<file path="config.mk">
export PLATFORM = sky130hd
export DESIGN_NAME = tribary_div
export DESIGN_NICKNAME = d
export VERILOG_FILES = /design/src/rtl/tribary_pkg.sv /design/src/rtl/tribary_div.sv
export SDC_FILE = /design/constraint.sdc
export NUM_CORES = 1
export LEC_CHECK = 0
export ABC_AREA = 1
export ABC_CLOCK_PERIOD_IN_PS = 900
export BUFFER_PORTS_ARGS = -buffer_cell sky130_fd_sc_hd__buf_2
export CAP_MARGIN = 20
export CORE_MARGIN = 2
export CORE_UTILIZATION = 40
export CTS_CLUSTER_SIZE = 25
export DETAILED_ROUTE_END_ITERATION = 16
export PLACE_DENSITY = 0.68
export SYNTH_ARGS = -nofsm -noshare
export SYNTH_HDL_FRONTEND = slang
export SYNTH_SLANG_ARGS = --single-unit
</file>
<file path="constraint.sdc">
create_clock -name clk_i -period 0.9 [get_ports clk_i]
set_input_delay 0 -clock clk_i [delete_from_list [all_inputs] [get_ports clk_i]]
set_output_delay 0 -clock clk_i [all_outputs]
set_load 0.03 [all_outputs]
</file>
<file path="src/rtl/tribary_pkg.sv">
// Shared types and constants for the barycentric point-in-triangle block.
package tribary_pkg;

  // Field widths.
  localparam int COORD_W = 12;
  localparam int FRAC_W  = 16;
  localparam int BARY_W  = 24;
  localparam int MAP_W   = 28;

  // Internal arithmetic widths.
  localparam int DIFF_W  = COORD_W + 1;
  localparam int PROD_W  = 2 * DIFF_W;
  localparam int CROSS_W = PROD_W + 2;
  localparam int MAG_W   = CROSS_W - 1;
  localparam int NUM_W   = MAG_W + FRAC_W;
  localparam int MPROD_W = DIFF_W + BARY_W;
  localparam int SUM_W   = MPROD_W + 2;

  // Quotient carries one bit beyond the result so that overflow is visible.
  localparam int QUO_W      = BARY_W + 1;
  localparam int DIV_STEPS  = 5;
  localparam int DIV_STAGES = QUO_W / DIV_STEPS;

  // Configuration register indexes.
  localparam int CFG_IDX_W = 3;
  localparam logic [CFG_IDX_W-1:0] REG_AX = 3'd0;
  localparam logic [CFG_IDX_W-1:0] REG_AY = 3'd1;
  localparam logic [CFG_IDX_W-1:0] REG_BX = 3'd2;
  localparam logic [CFG_IDX_W-1:0] REG_BY = 3'd3;
  localparam logic [CFG_IDX_W-1:0] REG_CX = 3'd4;
  localparam logic [CFG_IDX_W-1:0] REG_CY = 3'd5;

  // Operation codes.
  localparam logic OP_TO_BARY = 1'b0;
  localparam logic OP_TO_POINT = 1'b1;

  typedef struct packed {
    logic signed [COORD_W-1:0] ax;
    logic signed [COORD_W-1:0] ay;
    logic signed [COORD_W-1:0] bx;
    logic signed [COORD_W-1:0] by;
    logic signed [COORD_W-1:0] cx;
    logic signed [COORD_W-1:0] cy;
  } tribary_cfg_t;

  // Per-item state carried through the divider stages.
  typedef struct packed {
    logic                     op;
    logic                     degen;
    logic                     in_tri;
    logic                     neg_u;
    logic                     neg_v;
    logic                     ovf_u;
    logic                     ovf_v;
    logic [MAG_W-1:0]         den;
    logic [MAG_W-1:0]         rem_u;
    logic [MAG_W-1:0]         rem_v;
    logic [QUO_W-1:0]         nbits_u;
    logic [QUO_W-1:0]         nbits_v;
    logic [QUO_W-1:0]         quo_u;
    logic [QUO_W-1:0]         quo_v;
    logic signed [MAP_W-1:0]  map_x;
    logic signed [MAP_W-1:0]  map_y;
    logic                     map_sat;
  } tribary_div_t;

endpackage

</file>
<file path="src/rtl/tribary_div.sv">
// One divider stage: DIV_STEPS restoring division steps for both u and v.
module tribary_div (
  input  logic                       clk_i,
  input  logic                       rst_ni,
  input  logic                       adv_i,
  input  logic                       valid_i,
  input  tribary_pkg::tribary_div_t  div_i,
  output logic                       valid_o,
  output tribary_pkg::tribary_div_t  div_o
);
  import tribary_pkg::*;

  tribary_div_t      div_d;
  tribary_div_t      div_q;
  logic              valid_q;
  logic [MAG_W:0]    trial_u, trial_v;

  // Each step shifts in the next dividend bit and subtracts when it fits.
  always_comb begin
    div_d   = div_i;
    trial_u = '0;
    trial_v = '0;
    for (int s = 0; s < DIV_STEPS; s++) begin
      trial_u = {div_d.rem_u, div_d.nbits_u[QUO_W-1]};
      trial_v = {div_d.rem_v, div_d.nbits_v[QUO_W-1]};
      div_d.nbits_u = {div_d.nbits_u[QUO_W-2:0], 1'b0};
      div_d.nbits_v = {div_d.nbits_v[QUO_W-2:0], 1'b0};
      if (trial_u >= {1'b0, div_d.den}) begin
        div_d.rem_u = MAG_W'(trial_u - {1'b0, div_d.den});
        div_d.quo_u = {div_d.quo_u[QUO_W-2:0], 1'b1};
      end else begin
        div_d.rem_u = MAG_W'(trial_u);
        div_d.quo_u = {div_d.quo_u[QUO_W-2:0], 1'b0};
      end
      if (trial_v >= {1'b0, div_d.den}) begin
        div_d.rem_v = MAG_W'(trial_v - {1'b0, div_d.den});
        div_d.quo_v = {div_d.quo_v[QUO_W-2:0], 1'b1};
      end else begin
        div_d.rem_v = MAG_W'(trial_v);
        div_d.quo_v = {div_d.quo_v[QUO_W-2:0], 1'b0};
      end
    end
  end

  always_ff @(posedge clk_i or negedge rst_ni) begin
    if (!rst_ni) begin
      valid_q <= 1'b0;
    end else if (adv_i) begin
      valid_q <= valid_i;
    end
  end

  always_ff @(posedge clk_i) begin
    if (adv_i) begin
      div_q <= div_d;
    end
  end

  assign valid_o = valid_q;
  assign div_o   = div_q;

endmodule

</file>
==> results_dict.tcl <==
set metrics [dict create \
    slowest_stage "ha_1" \
    wl_per_cell_um 19.1 \
    drt_iter0_drc 2191 \
    synthFlopType "edfxtp_1" \
    grt_max_degree 45 \
    crit_type "in2reg" \
    first_pass_iters 5 \
    vias 33200 \
    setup_viol 300 \
    path_delay_family "simple AND/OR/NAND/NOR gates" \
    violations "setup timing" \
    nFillCells 4915 \
    synth_area_um2 25800 \
    ys_seq_area_share_pct 27.5 \
    yosys-top-cells-area "edfxtp_1 27%, nand2_1 17%, ha_1 13%" \
    syn_inst 3643 \
    ys_ff_latch 236 \
    root_buffer "clkbuf_16" \
    clock_latency_ns 0.59 \
    r2r-end "valid_o$_DFFE_PN0P_" \
    drcViolationCount 0 \
    drv_slew 0 \
    reg2reg_depth 1 \
    h-tree-depth 1 \
    startpoint_type "input pin" \
    period_share_pct 1060 \
    dp_cells 6223 \
    tightest_slew_ns 0.545 \
    synth-async-reset-ratio_pct 0.424 \
    clkSinkCount 236 \
    cts_tree "built" \
    slew_headroom_pct 63.3 \
    status "finished with violations" \
    yosys.cell_count.top_type "nand2_1" \
    die-width_um 258 \
    grt_usage_pct 35.2 \
    r2r_start "valid_o$_DFFE_PN0P_" \
    synth.distinct_cells 58 \
    io_pins 495 \
    hold_violations 0 \
    vias_per_cell 5.05 \
    rrSetupSlack_ns 0.15 \
    clkTransAtPathRegs_ns 0.07 \
    crit_path_start "div_i[217]" \
    grt-ovfl-total 0 \
    portBuffers 474 \
    dpl_cell_area_um2 39700 \
    dieArea_um2 66500 \
    timing.final.ws_setup_ns -8.60 \
    dp_hpwl_um 95000 \
    yosysTopAreaCellShare_pct 27.4 \
    timing.fmax_mhz 105 \
    finalNonFillerCells 6571 \
    numCtsBuffers 27 \
    hold_depth 7 \
    final_area_um2 46000 \
    synth_largest_area_cell "edfxtp_1" \
    die_height_um 258 \
    maxCapViolCount 0 \
    rows 93 \
    routed_wl_um 125000 \
    grt_pass1_wl_um 180000 \
    end_kind "flop" \
    drive_gt1_share_pct 44.0 \
    ctsLongestPathBuffers 3 \
    start_util_pct 40.2 \
    fin_crit_ns 9.50 \
    grt_pass1_vias 32000 \
    antenna_found_initial 9 \
    crit_cells 77 \
    yosysWarningCount 0 \
    cp.arrival_ns 9.84 \
    core_area_um2 64100 \
    cp.required_ns 1.24 \
    hold_path_startpoint "div_i[153]" \
    final_nets 6219 \
    utilization_pct 71.8 \
    drtAntennaViolNets 0 \
    critPathMostFrequentCell "nand2_1" \
    rsz0062_at_grt "true" \
    crit_fanout 29 \
    synth-edff-count 235 \
    hold_path.class "in2reg" \
    synth_top_cells_by_count "1150 x nand2_1, 402 x inv_1, 270 x ha_1" \
    critical_path_buf_inv_count 18 \
    fin_skew_ns 0 \
    avgSynthCellArea_um2 7.08 \
    cpPeakStageDelay_ns 0.31 \
    area_growth_pct 78.4 \
    place_congestion 0.990 \
    crit_end "div_o[203]$_DFFE_PP_" \
]
-- repair_timing --
action / 4_1_cts / 5_1_grt
hold buffers: 176 / 0
setup buffers: 72 / 29
gates resized for setup: 320 / 302
cloned: 6 / 11
endpoints found under the setup margin: 300 / 300
pin swaps: 47 / 62
endpoints found under the hold margin: 404 / 0
-- per-layer routing --
metal / GRT usage, % / share of wire, % / vias up
met5: 0 / 0.014 / -
li1: - / - / 16300
met1: 42.8 / 39 / 15300
met2: 59.2 / 46 / 1290
met3: 5.43 / 7.5 / 298
met4: 20.5 / 6.9 / 4
-- flip-flops by register name, indices dropped and copies added, names as in the netlist --
signal and flops:
valid_o 1, div_o 235
-- kinds of logic after synthesis --
group / synth area share [%]
AOI/OAI and AO/OA: 13.5
xor gates and xnor gates: 7.50
adders and majority gates: 13.9
buffers and inverters: 7.78
DFF: 27.5
muxes: 0.0436
other: 0.0145
and+or+nand+nor: 29.8
-- worst min path at each step --
stage / end / slack (ns)
finish: div_o[185]$_DFFE_PP_ / 0.06
floorplan: valid_o$_DFFE_PN0P_ / -0.30
global route: div_o[211]$_DFFE_PP_ / 0.09
CTS: div_o[61]$_DFFE_PP_ / 0.01
detailed placement: valid_o$_DFFE_PN0P_ / -0.22
global placement: valid_o$_DFFE_PN0P_ / -0.22
-- stage by stage --
step	setup WS [ns]	setup TNS, ns	hold WS, ns
6_report	-8.60	-562.38	0.0596
5_1_grt	-9.17	-601.54	0.0947
4_1_cts	-8.26	-550.00	0.0101
3_5_place_dp	-10.46	-586.16	-0.224
3_3_place_gp	-10.40	-578.22	-0.224
2_1_floorplan	-8.32	-489.98	-0.296
-- area by class of cell --
type	instances	area [um2]	area share, %
Timing Repair Buffer	2069	15900	34.4
Multi-Input combinational cell	2936	19400	42.1
Antenna cell	7	17.5	0.0381
Clock inverter	20	249	0.541
Sequential cell	236	7080	15.4
Tap cell	855	1070	2.32
Timing Repair inverter	2	20.0	0.0435
Inverter	418	1700	3.69
Clock buffer	28	679	1.48
-- cells in the final DEF (no fill, tap or decap), types with 66 or more instances in the layout --
cell,instances
a21oi_1,189
buf_2,416
buf_4,1361
buf_6,66
dlygate4sd3_1,176
edfxtp_1,235
ha_1,166
ha_4,103
inv_1,359
nand2_1,1056
nand2_2,98
nand3_1,185
nor2_1,217
o21ai_0,131
o21ai_2,71
xnor2_1,113
xor2_1,107
Power is not shown: default switching activity piles up to over one toggle a cycle in this logic, so the estimate is an artifact.
